==> src/sv/rhht_pkg.sv <==
// Package for the Robin Hood hash table: operation codes, status codes, FNV-1a constants.
`timescale 1ns / 1ps
`default_nettype none
package rhht_pkg;
    localparam logic [1:0] FUNC_INSERT = 2'd0;
    localparam logic [1:0] FUNC_LOOKUP = 2'd1;
    localparam logic [1:0] FUNC_REMOVE = 2'd2;
    localparam logic [1:0] FUNC_CLEAR  = 2'd3;

    localparam logic [1:0] ST_DONE     = 2'd0;
    localparam logic [1:0] ST_NOTFOUND = 2'd1;
    localparam logic [1:0] ST_FULL     = 2'd2;

    // 2^40 + 2^8 + 0xB3
    localparam logic [63:0] FNV_MULT  = 64'd1099511628211;
    localparam logic [63:0] FNV_BASIS = 64'd14695981039346656037;
    localparam int          HASH_BITS = 48;

    // slot count, a power of two
    localparam int          CAPACITY  = 16;

    typedef struct packed {
        logic [1:0]  func;
        logic [63:0] key;
        logic [63:0] value;
        logic [47:0] hash;
    } t_job;

    function automatic logic [3:0] eff_bytes(input logic [3:0] kb);
        logic [3:0] r;
        begin
            r = kb;
            if (kb == 4'd0) r = 4'd1;
            else if (kb > 4'd8) r = 4'd8;
            return r;
        end
    endfunction

    function automatic logic [63:0] key_mask(input logic [3:0] kb);
        logic [63:0] m;
        begin
            m = '0;
            for (int b = 0; b < 8; b++) begin
                if (4'(b) < eff_bytes(kb)) m[b*8 +: 8] = 8'hFF;
            end
            return m;
        end
    endfunction
endpackage
`default_nettype wire

==> src/sv/rhht_front.sv <==
// Front end: accepts items and hashes the key with FNV-1a, one byte per cycle.
`timescale 1ns / 1ps
`default_nettype none
module rhht_front (
    input  wire logic          i_clk,
    input  wire logic          i_rst_n,
    input  wire logic [3:0]    i_key_bytes,
    input  wire logic          i_valid,
    output logic               o_stall,
    input  wire logic [1:0]    i_func,
    input  wire logic [63:0]   i_key,
    input  wire logic [63:0]   i_value,
    output logic               o_job_valid,
    input  wire logic          i_job_stall,
    output rhht_pkg::t_job     o_job
);
    typedef enum logic [2:0] {
        S_IDLE = 3'b001,
        S_HASH = 3'b010,
        S_OUT  = 3'b100
    } t_state;

    t_state       r_state, n_state;
    logic [63:0]  r_h, n_h;
    logic [3:0]   r_i, n_i;
    logic [1:0]   r_func;
    logic [63:0]  r_key, r_value;
    logic [63:0]  w_x;

    assign o_stall     = (r_state != S_IDLE);
    assign o_job_valid = (r_state == S_OUT);
    assign o_job.func  = r_func;
    assign o_job.key   = r_key;
    assign o_job.value = r_value;
    assign o_job.hash  = r_h[rhht_pkg::HASH_BITS-1:0];

    assign w_x = r_h ^ {56'd0, r_key[{r_i[2:0], 3'b000} +: 8]};

    always_comb begin
        n_state = r_state;
        n_h = r_h;
        n_i = r_i;
        unique case (r_state)
            S_IDLE: begin
                if (i_valid) begin
                    n_state = S_HASH;
                    n_h = rhht_pkg::FNV_BASIS;
                    n_i = 4'd0;
                end
            end
            S_HASH: begin
                // multiply by the FNV prime as shifts plus a small product
                n_h = (w_x << 40) + (w_x << 8) + (w_x * rhht_pkg::FNV_MULT[7:0]);
                n_i = r_i + 4'd1;
                if (r_i + 4'd1 == rhht_pkg::eff_bytes(i_key_bytes)) n_state = S_OUT;
            end
            S_OUT: begin
                if (!i_job_stall) n_state = S_IDLE;
            end
            default: n_state = S_IDLE;
        endcase
    end

    always_ff @(posedge i_clk) begin
        if (!i_rst_n) begin
            r_state <= S_IDLE;
        end else begin
            r_state <= n_state;
        end
        r_h <= n_h;
        r_i <= n_i;
        if (r_state == S_IDLE && i_valid) begin
            r_func  <= i_func;
            r_key   <= i_key;
            r_value <= i_value;
        end
    end
endmodule
`default_nettype wire

==> src/sv/rhht_queue.sv <==
// Two-entry queue between the hashing front end and the table engine.
`timescale 1ns / 1ps
`default_nettype none
module rhht_queue (
    input  wire logic          i_clk,
    input  wire logic          i_rst_n,
    input  wire logic          i_valid,
    output logic               o_stall,
    input  wire rhht_pkg::t_job i_data,
    output logic               o_valid,
    input  wire logic          i_stall,
    output rhht_pkg::t_job     o_data
);
    rhht_pkg::t_job r_mem [2];
    logic           r_wp, r_rp;
    logic [1:0]     r_cnt;
    logic           w_push, w_pop;

    assign o_stall = (r_cnt == 2'd2);
    assign o_valid = (r_cnt != 2'd0);
    assign o_data  = r_mem[r_rp];
    assign w_push  = i_valid && !o_stall;
    assign w_pop   = o_valid && !i_stall;

    always_ff @(posedge i_clk) begin
        if (!i_rst_n) begin
            r_wp <= 1'b0;
            r_rp <= 1'b0;
            r_cnt <= 2'd0;
        end else begin
            if (w_push) r_wp <= ~r_wp;
            if (w_pop) r_rp <= ~r_rp;
            r_cnt <= r_cnt + {1'b0, w_push} - {1'b0, w_pop};
        end
        if (w_push) r_mem[r_wp] <= i_data;
    end
endmodule
`default_nettype wire

==> src/sv/rhht_back.sv <==
// Table engine: Robin Hood probe, insert, lookup, backward-shift remove and clear.
`timescale 1ns / 1ps
`default_nettype none
module rhht_back #(
    parameter int VALUE_BITS = 64
) (
    input  wire logic          i_clk,
    input  wire logic          i_rst_n,
    input  wire logic [3:0]    i_key_bytes,
    input  wire logic          i_job_valid,
    output logic               o_job_stall,
    input  wire rhht_pkg::t_job i_job,
    output logic               o_valid,
    input  wire logic          i_stall,
    output logic [1:0]         o_status,
    output logic               o_found,
    output logic [63:0]        o_value_out,
    output logic [4:0]         o_count
);
    localparam int CAPACITY = rhht_pkg::CAPACITY;
    localparam int IW = $clog2(CAPACITY);
    localparam int DW = IW + 1;
    localparam int CW = IW + 1;

    typedef enum logic [6:0] {
        S_IDLE  = 7'b0000001,
        S_PROBE = 7'b0000010,
        S_SHIFT = 7'b0000100,
        S_RSHR  = 7'b0001000,
        S_WAIT  = 7'b0010000,
        S_SWAIT = 7'b0100000,
        S_OUT   = 7'b1000000
    } t_state;

    t_state r_state;

    logic [DW-1:0]         r_dist [CAPACITY];
    logic [47:0]           m_hash [CAPACITY];
    logic [63:0]           m_key  [CAPACITY];
    logic [VALUE_BITS-1:0] m_val  [CAPACITY];

    logic [47:0]           rd_hash;
    logic [63:0]           rd_key;
    logic [VALUE_BITS-1:0] rd_val;

    logic [1:0]            r_func;
    logic [47:0]           r_h, r_ch;
    logic [63:0]           r_k, r_ck;
    logic [VALUE_BITS-1:0] r_cv;
    logic [DW-1:0]         r_cd;
    logic [IW-1:0]         r_idx, r_prev;
    logic [CW-1:0]         r_step;
    logic [CW-1:0]         r_count;
    logic [1:0]            r_status;
    logic                  r_found;
    logic [63:0]           r_vout;

    logic [63:0]           w_km;
    logic                  w_match, w_own;
    logic [IW-1:0]         w_nx;

    assign w_km    = rhht_pkg::key_mask(i_key_bytes);
    assign w_match = (rd_hash == r_ch) && (((rd_key ^ r_ck) & w_km) == 64'd0);
    assign w_own   = (r_ch == r_h) && (((r_ck ^ r_k) & w_km) == 64'd0);
    assign w_nx    = r_idx + IW'(1);

    assign o_job_stall = (r_state != S_IDLE);
    assign o_valid     = (r_state == S_OUT);
    assign o_status    = r_status;
    assign o_found     = r_found;
    assign o_value_out = r_vout;
    assign o_count     = 5'(r_count);

    always_ff @(posedge i_clk) begin
        rd_hash <= m_hash[r_idx];
        rd_key  <= m_key[r_idx];
        rd_val  <= m_val[r_idx];
        if (!i_rst_n) begin
            r_state <= S_IDLE;
            r_count <= '0;
            for (int s = 0; s < CAPACITY; s++) r_dist[s] <= '0;
        end else begin
            unique case (r_state)
                S_IDLE: if (i_job_valid) begin
                    r_func   <= i_job.func;
                    r_h      <= i_job.hash;
                    r_ch     <= i_job.hash;
                    r_k      <= i_job.key;
                    r_ck     <= i_job.key;
                    r_cv     <= i_job.value[VALUE_BITS-1:0];
                    r_cd     <= DW'(1);
                    r_idx    <= i_job.hash[IW-1:0];
                    r_step   <= '0;
                    r_status <= rhht_pkg::ST_DONE;
                    r_found  <= 1'b0;
                    r_vout   <= '0;
                    if (i_job.func == rhht_pkg::FUNC_CLEAR) begin
                        for (int s = 0; s < CAPACITY; s++) r_dist[s] <= '0;
                        r_count <= '0;
                        r_state <= S_OUT;
                    end else if (i_job.func == rhht_pkg::FUNC_INSERT &&
                                 r_count == CW'(CAPACITY)) begin
                        r_status <= rhht_pkg::ST_FULL;
                        r_state  <= S_OUT;
                    end else begin
                        r_state <= S_WAIT;
                    end
                end
                S_WAIT: r_state <= S_PROBE;
                S_PROBE: begin
                    r_state <= S_WAIT;
                    if (r_step == CW'(CAPACITY)) begin
                        if (r_func == rhht_pkg::FUNC_REMOVE) r_status <= rhht_pkg::ST_NOTFOUND;
                        r_state <= S_OUT;
                    end else if (r_dist[r_idx] == '0) begin
                        if (r_func == rhht_pkg::FUNC_INSERT) begin
                            r_dist[r_idx] <= r_cd;
                            m_hash[r_idx] <= r_ch;
                            m_key[r_idx]  <= r_ck;
                            m_val[r_idx]  <= r_cv;
                            r_count <= r_count + CW'(1);
                        end else if (r_func == rhht_pkg::FUNC_REMOVE) begin
                            r_status <= rhht_pkg::ST_NOTFOUND;
                        end
                        r_state <= S_OUT;
                    end else if (w_match) begin
                        if (r_func == rhht_pkg::FUNC_INSERT) begin
                            m_key[r_idx] <= r_ck;
                            m_val[r_idx] <= r_cv;
                            r_found <= (r_step == '0) || w_own;
                            r_state <= S_OUT;
                        end else if (r_func == rhht_pkg::FUNC_LOOKUP) begin
                            r_found <= 1'b1;
                            r_vout  <= 64'(rd_val);
                            r_state <= S_OUT;
                        end else begin
                            r_found <= 1'b1;
                            r_vout  <= 64'(rd_val);
                            r_dist[r_idx] <= '0;
                            if (r_count != '0) r_count <= r_count - CW'(1);
                            r_prev  <= r_idx;
                            r_idx   <= w_nx;
                            r_step  <= '0;
                            r_state <= S_SWAIT;
                        end
                    end else begin
                        if (r_func == rhht_pkg::FUNC_INSERT && r_dist[r_idx] < r_cd) begin
                            r_dist[r_idx] <= r_cd;
                            m_hash[r_idx] <= r_ch;
                            m_key[r_idx]  <= r_ck;
                            m_val[r_idx]  <= r_cv;
                            r_cd <= r_dist[r_idx] + DW'(1);
                            r_ch <= rd_hash;
                            r_ck <= rd_key;
                            r_cv <= rd_val;
                        end else begin
                            r_cd <= r_cd + DW'(1);
                        end
                        r_idx  <= w_nx;
                        r_step <= r_step + CW'(1);
                    end
                end
                S_SWAIT: r_state <= S_SHIFT;
                S_SHIFT: begin
                    if (r_step == CW'(CAPACITY)) begin
                        r_state <= S_OUT;
                    end else if (r_dist[r_idx] <= DW'(1)) begin
                        r_dist[r_prev] <= '0;
                        r_state <= S_OUT;
                    end else begin
                        r_dist[r_prev] <= r_dist[r_idx] - DW'(1);
                        m_hash[r_prev] <= rd_hash;
                        m_key[r_prev]  <= rd_key;
                        m_val[r_prev]  <= rd_val;
                        r_dist[r_idx]  <= '0;
                        r_prev <= r_idx;
                        r_idx  <= w_nx;
                        r_step <= r_step + CW'(1);
                        r_state <= S_RSHR;
                    end
                end
                S_RSHR: r_state <= S_SWAIT;
                S_OUT: if (!i_stall) r_state <= S_IDLE;
                default: r_state <= S_IDLE;
            endcase
        end
    end
endmodule
`default_nettype wire

==> src/sv/robin_hood_hash_table_core.sv <==
// Top level of the Robin Hood hash table: front hashing stage, queue and table engine.
// Usage:
//   Input channel i_valid / o_stall carries func, key and value; a transfer
//   happens when i_valid is high and o_stall low. Output channel o_valid /
//   i_stall carries status, found, value_out and count, one per input item.
//   The user writes key_bytes via i_cfg_we / i_cfg_data while idle; not enforced.
// Flow:
//   Hashing handles one effective key byte (1 to 8) per cycle. The input
//   channel takes a new item only after the last one is hashed and passed
//   to the queue. The engine turns a clear or a refused insert straight
//   into a result; the other operations probe slot by slot through a
//   registered slot memory read, and a remove then shifts the following
//   slots back. Hashing of the next item overlaps table work through a
//   two-entry queue.
// Reset:
//   Synchronous active-low i_rst_n empties the table, clears the count and
//   sets key_bytes to 8.
// Stalls:
//   A held result stops the engine; the queue then fills and the input
//   channel raises o_stall.
`timescale 1ns / 1ps
`default_nettype none
module robin_hood_hash_table_core #(
    parameter int VALUE_BITS = 64
) (
    input  wire logic        i_clk,
    input  wire logic        i_rst_n,
    input  wire logic        i_cfg_we,
    input  wire logic [3:0]  i_cfg_data,
    input  wire logic        i_valid,
    output logic             o_stall,
    input  wire logic [1:0]  i_func,
    input  wire logic [63:0] i_key,
    input  wire logic [63:0] i_value,
    output logic             o_valid,
    input  wire logic        i_stall,
    output logic [1:0]       o_status,
    output logic             o_found,
    output logic [63:0]      o_value_out,
    output logic [4:0]       o_count
);
    logic [3:0]     r_key_bytes;
    logic           w_fv, w_fs, w_qv, w_qs;
    rhht_pkg::t_job w_fj, w_qj;

    always_ff @(posedge i_clk) begin
        if (!i_rst_n) begin
            r_key_bytes <= 4'd8;
        end else if (i_cfg_we) begin
            r_key_bytes <= i_cfg_data;
        end
    end

    rhht_front u_front (
        .i_clk(i_clk), .i_rst_n(i_rst_n), .i_key_bytes(r_key_bytes),
        .i_valid(i_valid), .o_stall(o_stall), .i_func(i_func), .i_key(i_key),
        .i_value(i_value), .o_job_valid(w_fv), .i_job_stall(w_fs), .o_job(w_fj)
    );

    rhht_queue u_queue (
        .i_clk(i_clk), .i_rst_n(i_rst_n), .i_valid(w_fv), .o_stall(w_fs),
        .i_data(w_fj), .o_valid(w_qv), .i_stall(w_qs), .o_data(w_qj)
    );

    rhht_back #(.VALUE_BITS(VALUE_BITS)) u_back (
        .i_clk(i_clk), .i_rst_n(i_rst_n), .i_key_bytes(r_key_bytes),
        .i_job_valid(w_qv), .o_job_stall(w_qs), .i_job(w_qj),
        .o_valid(o_valid), .i_stall(i_stall), .o_status(o_status),
        .o_found(o_found), .o_value_out(o_value_out), .o_count(o_count)
    );

    a_count_max: assert property (@(posedge i_clk) disable iff (!i_rst_n)
        o_count <= 5'(rhht_pkg::CAPACITY))
        else $error("entry count above capacity");
    a_hold: assert property (@(posedge i_clk) disable iff (!i_rst_n)
        o_valid && i_stall |=> o_valid && $stable(o_count) && $stable(o_status))
        else $error("result changed under stall");
    a_full_nf: assert property (@(posedge i_clk) disable iff (!i_rst_n)
        o_valid && o_status == rhht_pkg::ST_FULL |-> !o_found && o_value_out == 64'd0)
        else $error("full insert reported a match");
endmodule
`default_nettype wire

==> config.mk <==
export PLATFORM = sky130hd
export DESIGN_NAME = robin_hood_hash_table_core
export DESIGN_NICKNAME = d
export VERILOG_FILES = /design/src/sv/rhht_pkg.sv /design/src/sv/rhht_front.sv /design/src/sv/rhht_queue.sv /design/src/sv/rhht_back.sv /design/src/sv/robin_hood_hash_table_core.sv
export SDC_FILE = /design/constraint.sdc
export NUM_CORES = 2
export LEC_CHECK = 0
export BUFFER_PORTS_ARGS = -buffer_cell sky130_fd_sc_hd__buf_2
export CORE_MARGIN = 4
export CORE_UTILIZATION = 57
export CTS_CLUSTER_DIAMETER = 40
export CTS_CLUSTER_SIZE = 14
export DETAILED_ROUTE_END_ITERATION = 8
export PLACE_DENSITY = 0.83
export SYNTH_ARGS = -nofsm -noshare
export SYNTH_HDL_FRONTEND = slang
export SYNTH_SLANG_ARGS = --single-unit
==> constraint.sdc <==
create_clock -name i_clk -period 17.1 [get_ports i_clk]
set_clock_uncertainty 0.1 [all_clocks]
set_input_delay 0.855 -clock i_clk [delete_from_list [all_inputs] [get_ports i_clk]]
set_output_delay 0.855 -clock i_clk [all_outputs]
set_load 0.02 [all_outputs]
-- Word level (Yosys, flattened, before mapping)
Memories as Yosys holds them, arrays and structs flattened. A register that Yosys moved wholly into a read port is not among the register bits.
Index checks and enable logic that the tools add are counted.
- add/sub/neg operators: 12
- multiply operators: 1
- magnitude comparators: 11
- equality and inequality tests: 46
- shifts and indexed selects: 1
- mux-type cells: 199
- bitwise gates (word level): 35
- reduce and logical (&&, ||, !) cells: 40
- operator list (cell ; number):
    64-bit two-way mux ; 22
    64-bit case mux with 2 select lines ; 4
    48-bit two-way mux ; 7
    5-bit two-way mux ; 44
    64-bit adder ; 2
    64-bit bitwise AND ; 2
    64-bit zero test ; 2
    64-bit OR reduction ; 2
    64-bit XOR ; 2
    4-bit two-way mux ; 25
    48-bit equality test ; 2
    48-bit case mux with 2 select lines ; 1
    7-bit two-way mux ; 11
    64-bit by 8-bit multiplier with 64-bit output (second input constant) ; 1
    8-bit two-way mux ; 8
    64-bit by 7-bit indexed part select with 8-bit output ; 1
    64-bit by 8-bit XOR with 64-bit output ; 1
    1-bit two-way mux ; 57
    7-bit case mux with 7 select lines ; 1
    48-bit OR reduction ; 1
    9-bit AND reduction ; 3
    1-bit OR ; 25
    2-bit inequality test (second input constant) ; 11
    5-bit by 1-bit adder with 5-bit output (second input constant) ; 4
    other kinds (56) ; 106
- bits in registers: 596
- RAM bits: 3252
- input bits: 139
- memories kept: 5
- memories (memory ; words ; width ; read ports ; clocked after Yosys merged registers in ; wr ports ; line ; text):
    u_back.m_key ; 16 ; 64 ; 1 ; 1 ; 1 ; rhht_back.sv:39 ; logic [63:0] m_key [CAPACITY];
    u_back.m_val ; 16 ; 64 ; 1 ; 1 ; 1 ; rhht_back.sv:40 ; logic [VALUE_BITS-1:0] m_val [CAPACITY];
    u_back.m_hash ; 16 ; 48 ; 1 ; 1 ; 1 ; rhht_back.sv:38 ; logic [47:0] m_hash [CAPACITY];
    u_queue.r_mem ; 2 ; 178 ; 1 ; 1 ; 1 ; rhht_queue.sv:14 ; rhht_pkg::t_job r_mem [2];
    u_back.r_dist ; 16 ; 5 ; 1 ; 1 ; 16 ; rhht_back.sv:37 ; logic [DW-1:0] r_dist [CAPACITY];

-- Longest topological paths before layout
- depth in word-level cells: 19
- depth in mapped cells: 23

-- By module
Synthesis repeated with hierarchy kept, for this count alone.
- cell total of the unflattened synthesis: 8463
- area, all modules: 163036.4 µm²
- modules (own cells, without submodules) (module ; instances ; cells an instance ; area each (µm²) ; seq. area each (µm²)):
    rhht_back ; 1 ; 6579 ; 133824.6 ; 102067.9
    rhht_front ; 1 ; 1290 ; 15549.9 ; 5525.3
    rhht_queue ; 1 ; 581 ; 13514.2 ; 10790.3
    robin_hood_hash_table_core ; 1 ; 13 ; 147.6 ; 80.1

-- Least setup slack after synthesis
OpenSTA, ideal clock, no wires.
- kind: reg-to-reg
- start point: register (tool-made name)
- end point: register u_back.r_ch[0], enable pin
- arrival: 15.478 ns
- setup slack: 0.559 ns
- cell stages (with the launch flop): 12
- buffers on the path: 2
- clock period less this slack: 16.541 ns
- cell sequence: dfxtp_1 buf_4 mux4_2 a22oi_1 nand2_1 ha_1 a21o_1 a2111oi_0 o21a_1 clkbuf_1 nor2_1 nor3b_1
- RTL lines (what ; line ; text):
    to (signal assigned) ; rhht_back.sv:87 ; r_ch <= i_job.hash;
    to (signal assigned) ; rhht_back.sv:153 ; r_ch <= rd_hash;
    to (decl) ; rhht_back.sv:47 ; logic [47:0] r_h, r_ch;

-- Worst setup path after layout
- start point: register u_front.r_i[1]
- end point: register u_front.r_h[37], data pin
- cells in the longest elaborated chain, start to end: 5
- elaborated cells between the ends (all ways): 6
- those cells by class: add/sub: 2; mul: 1; shift: 1; mux: 1; bitwise: 1
- RTL lines (what ; line ; text):
    from (decl) ; rhht_front.sv:25 ; logic [3:0] r_i, n_i;
    from (signal assigned) ; rhht_front.sv:71 ; r_i <= n_i;
    64-bit by 7-bit indexed part select with 8-bit output * ; rhht_front.sv:37 ; assign w_x = r_h ^ {56'd0, r_key[{r_i[2:0], 3'b000} +: 8]};
    64-bit by 8-bit XOR with 64-bit output * ; rhht_front.sv:37 ;
    64-bit by 8-bit multiplier with 64-bit output / 64-bit adder (equally long branches) ; rhht_front.sv:53 ; n_h = (w_x << 40) + (w_x << 8) + (w_x * rhht_pkg::FNV_MULT[7:0]);
    64-bit adder * ; rhht_front.sv:53 ;
    64-bit case mux with 2 select lines * ; rhht_front.sv:43 ; unique case (r_state)
    to (signal assigned) ; rhht_front.sv:70 ; r_h <= n_h;
    to (decl) ; rhht_front.sv:24 ; logic [63:0] r_h, n_h;
Every way passes the cells marked *; elsewhere a longest branch is shown, timed or not.
A chain may end at the register's enable or synchronous reset.

==> impl_metrics.py <==
metrics = {
    "status": {
        "status": "finished, final reports clean",
    },
    "die": {
        "rows": 194,
        "core_area_um2": 280000,
        "die_h_um": 540,
        "start_util": 0.574,
        "die_w_um": 540,
        "ios": 213,
        "dieArea_um2": 291000,
    },
    "setup_path": {
        "r2r_cells": 20,
        "crit_arrival_ns": 8.61,
        "crit_type": "reg2reg",
        "reg2reg_from": "u_front.r_i[1]$_SDFFCE_PN0P_",
        "reg2reg_slack_ns": 9.06,
        "crit_path_start": "u_front.r_i[1]$_SDFFCE_PN0P_",
        "worstSetupEndpointType": "flip-flop",
        "cp_max_fo": 19,
        "rr_endpoint": "u_front.r_h[37]$_SDFFCE_PN1P_",
        "cp.required_ns": 17.67,
        "cp-start-kind": "flip-flop",
    },
    "routing": {
        "drcViolationCount": 0,
        "drt-initial-drc-count": 13400,
        "wl_per_cell_um": 35.6,
        "vias": 86600,
        "ant_nets": 0,
        "wirelength_um": 451000,
        "dr.pass1.iters": 7,
        "via_per_inst": 6.85,
    },
    "sta": {
        "slew_headroom": 0.0703,
        "rsz0062_at_grt": "false",
        "hold-worst-slack_ns": 0.0209,
        "setup_violations": 0,
        "layout_setup_ws_ns": 9.06,
        "fin_crit_sh": 0.470,
        "tns_ns": 0,
        "worstMarginPinSlew_ns": 1.39,
        "fmax_mhz": 124,
        "slew_viol_final": 0,
        "hold_violations": 0,
        "min_period_ns": 8.04,
    },
    "worst_hold_path": {
        "hold_path_class": "in2reg",
        "min_from": "i_key[61]",
        "whs_endpoint": "u_front.r_key[61]$_DFFE_PP_",
        "hold_depth": 1,
    },
    "synthesis": {
        "syn_nets": 8497,
        "syn_inst": 7994,
        "ys_warn_count": 0,
        "yosysSeqAreaShare": 0.736,
        "netlist_area_um2": 161000,
        "synth_cell_types": 85,
        "synth_seq_cells": 4013,
        "synth-main-ff-cell": "edfxtp_1",
        "synthArstFlopShare": 0,
        "avgSynthCellArea_um2": 20.1,
        "synth_edf_count": 3809,
    },
    "cts": {
        "cts_tree": "done",
        "root_buffer": "clkbuf_16",
        "clkSinkCount": 4013,
        "ctsHoldBuffers": 113,
        "h-tree-depth": 5,
        "cts_buffers": 427,
        "worstSkewPairLatency_ns": 1.02,
        "post-cts-setup-buffers": 0,
        "cts.repair.resized": 0,
        "clockBufferDepth": 4,
        "clk_pin_slew_ns": 0.06,
    },
    "global_route": {
        "grt_usage": 0.309,
        "grt_overflow": 0,
        "grt_pass1_vias": 89400,
        "antenna_found_initial": 26,
        "grt_pass1_wl_um": 650000,
        "grt_max_degree": 146,
    },
    "layout": {
        "mostFrequentLayoutCell": "edfxtp_1",
        "fin_nets": 9045,
        "layout-drive-gt1-share": 0.255,
        "area_growth_pct": 13.8,
        "final_cell_mix": "edfxtp_1, mux4_2, nand2_1, clkbuf_16, inv_1",
    },
    "place": {
        "dp_hpwl_um": 210000,
        "gp_congestion": 0.915,
        "post-place-ws_ns": 9.36,
        "io_buffers": 212,
    },
    "power": {
        "max-vdd-ir-drop_mv": 0.421,
        "power.leakage_nw": 60.8,
        "p_per_area_nw_per_um2": 180,
    },
    "job": {
        "cap_violations": 0,
    },
}
-- final cells by class --
| class | instances | area [µm²] |
|---|---|---|
| multi-input combinational | 3390 | 40500 |
| fill | 16700 | 97100 |
| clock inverter | 294 | 3950 |
| sequential | 4013 | 118000 |
| inverter | 253 | 955 |
| antenna | 11 | 27.5 |
| timing repair buffer | 457 | 3470 |
| clock buffer | 507 | 11200 |
| tap | 3724 | 4660 |
-- stage by stage --
| stage | cells | util | power [mW] | instance area, µm² |
|---|---|---|---|---|
| finish | 12600 | 0.654 | 32.9 | 183000 |
| global route | 12600 | 0.654 | 34.5 | 183000 |
| CTS | 12600 | 0.654 | 32.7 | 183000 |
| detailed placement | 11700 | 0.595 | 22.6 | 167000 |
| global placement | 11700 | 0.595 | 22.4 | 167000 |
| floorplan | 7994 | - | 20.0 | 161000 |
-- synth_stat cells (12+ instances only) --
cell type / number / area [µm²]
buf_2: 20 / 100
o21bai_1: 71 / 533
nand2b_1: 12 / 75.1
nor4_1: 39 / 244
nand4_1: 41 / 257
dfxtp_1: 204 / 4080
clkbuf_1: 210 / 788
nor2_1: 101 / 379
mux4_2: 916 / 20600
fa_1: 167 / 3340
a41oi_1: 18 / 158
nand3_1: 25 / 125
edfxtp_1: 3809 / 114000
a31oi_1: 29 / 181
ha_1: 197 / 2460
mux2_2: 227 / 2560
and3_1: 14 / 87.6
nor2b_1: 21 / 131
xnor2_1: 156 / 1370
o22ai_1: 82 / 513
mux2i_1: 84 / 841
and2_1: 102 / 638
o21ai_0: 29 / 145
a21o_1: 35 / 263
nor3_1: 65 / 325
buf_1: 96 / 360
a21oi_1: 69 / 345
xor2_1: 153 / 1340
inv_1: 252 / 946
nand2_1: 628 / 2360
-- state kept, by name (all words and copies together), names as in the netlist, 64 cells and up, named ones only --
signal	count
u_back.r_dist	80
u_back.m_key	1024
u_back.r_cv	64
u_queue.r_mem	356
u_back.o_value_out	64
u_front.r_key	64
u_back.r_k	64
u_back.r_ck	64
u_front.r_value	64
u_back.m_hash	768
u_back.rd_val	64
u_back.m_val	1024
u_back.rd_key	64
-- worst max-delay path, cell delays in order (launching register included) --
cell and delay, ns:
edfxtp_1 1.16, mux4_2 0.48, mux2i_1 0.18, xnor2_1 0.81
ha_1 0.38, ha_1 0.28, inv_1 0.05, fa_1 0.49
fa_1 0.49, inv_1 0.04, ha_1 0.30, fa_1 0.43
a211oi_1 0.39, nor3_1 0.13, o41ai_1 0.73, o31ai_1 0.21
or2_2 0.35, and3_1 0.19, nor4_1 0.30, or3_1 0.17
nand3_1 0.09
-- where the power goes --
group | switching (mW) | internal (mW) | leakage (nW)
clock network | 4.23 | 5.80 | 7.32
registers | 0.581 | 11.5 | 36.1
logic | 6.17 | 4.64 | 17.4
-- kinds of logic after synthesis --
group | after synthesis | synth area share
simple gates | 1086 | 0.0309
flops | 4013 | 0.736
buf+inv | 591 | 0.0143
mux | 1227 | 0.149
xor+xnor | 309 | 0.0168
fa+ha+maj | 364 | 0.0361
compound gates | 404 | 0.0171
-- worst max-delay path by stage --
stage / cells past startpoint / to / slack (ns)
after floorplan: 11 / u_back.r_ch[0]$_DFFE_PP_ / 0.56
after global placement: 20 / u_front.r_h[37]$_SDFFCE_PN1P_ / 9.36
after detailed placement: 20 / u_front.r_h[37]$_SDFFCE_PN1P_ / 9.36
after CTS: 20 / u_front.r_h[37]$_SDFFCE_PN1P_ / 9.27
after global routing: 20 / u_front.r_h[37]$_SDFFCE_PN1P_ / 8.86
final: 20 / u_front.r_h[37]$_SDFFCE_PN1P_ / 9.06
-- metal layers --
metal / up-vias / GRT usage / routed length (µm)
li1: 33100 / - / -
met1: 44300 / 0.390 / 146000
met2: 7538 / 0.505 / 222000
met3: 1680 / 0.0666 / 51700
met4: 26 / 0.170 / 30900
met5: - / 0 / 164
No activity file was read; power rests on OpenSTA's default activity.
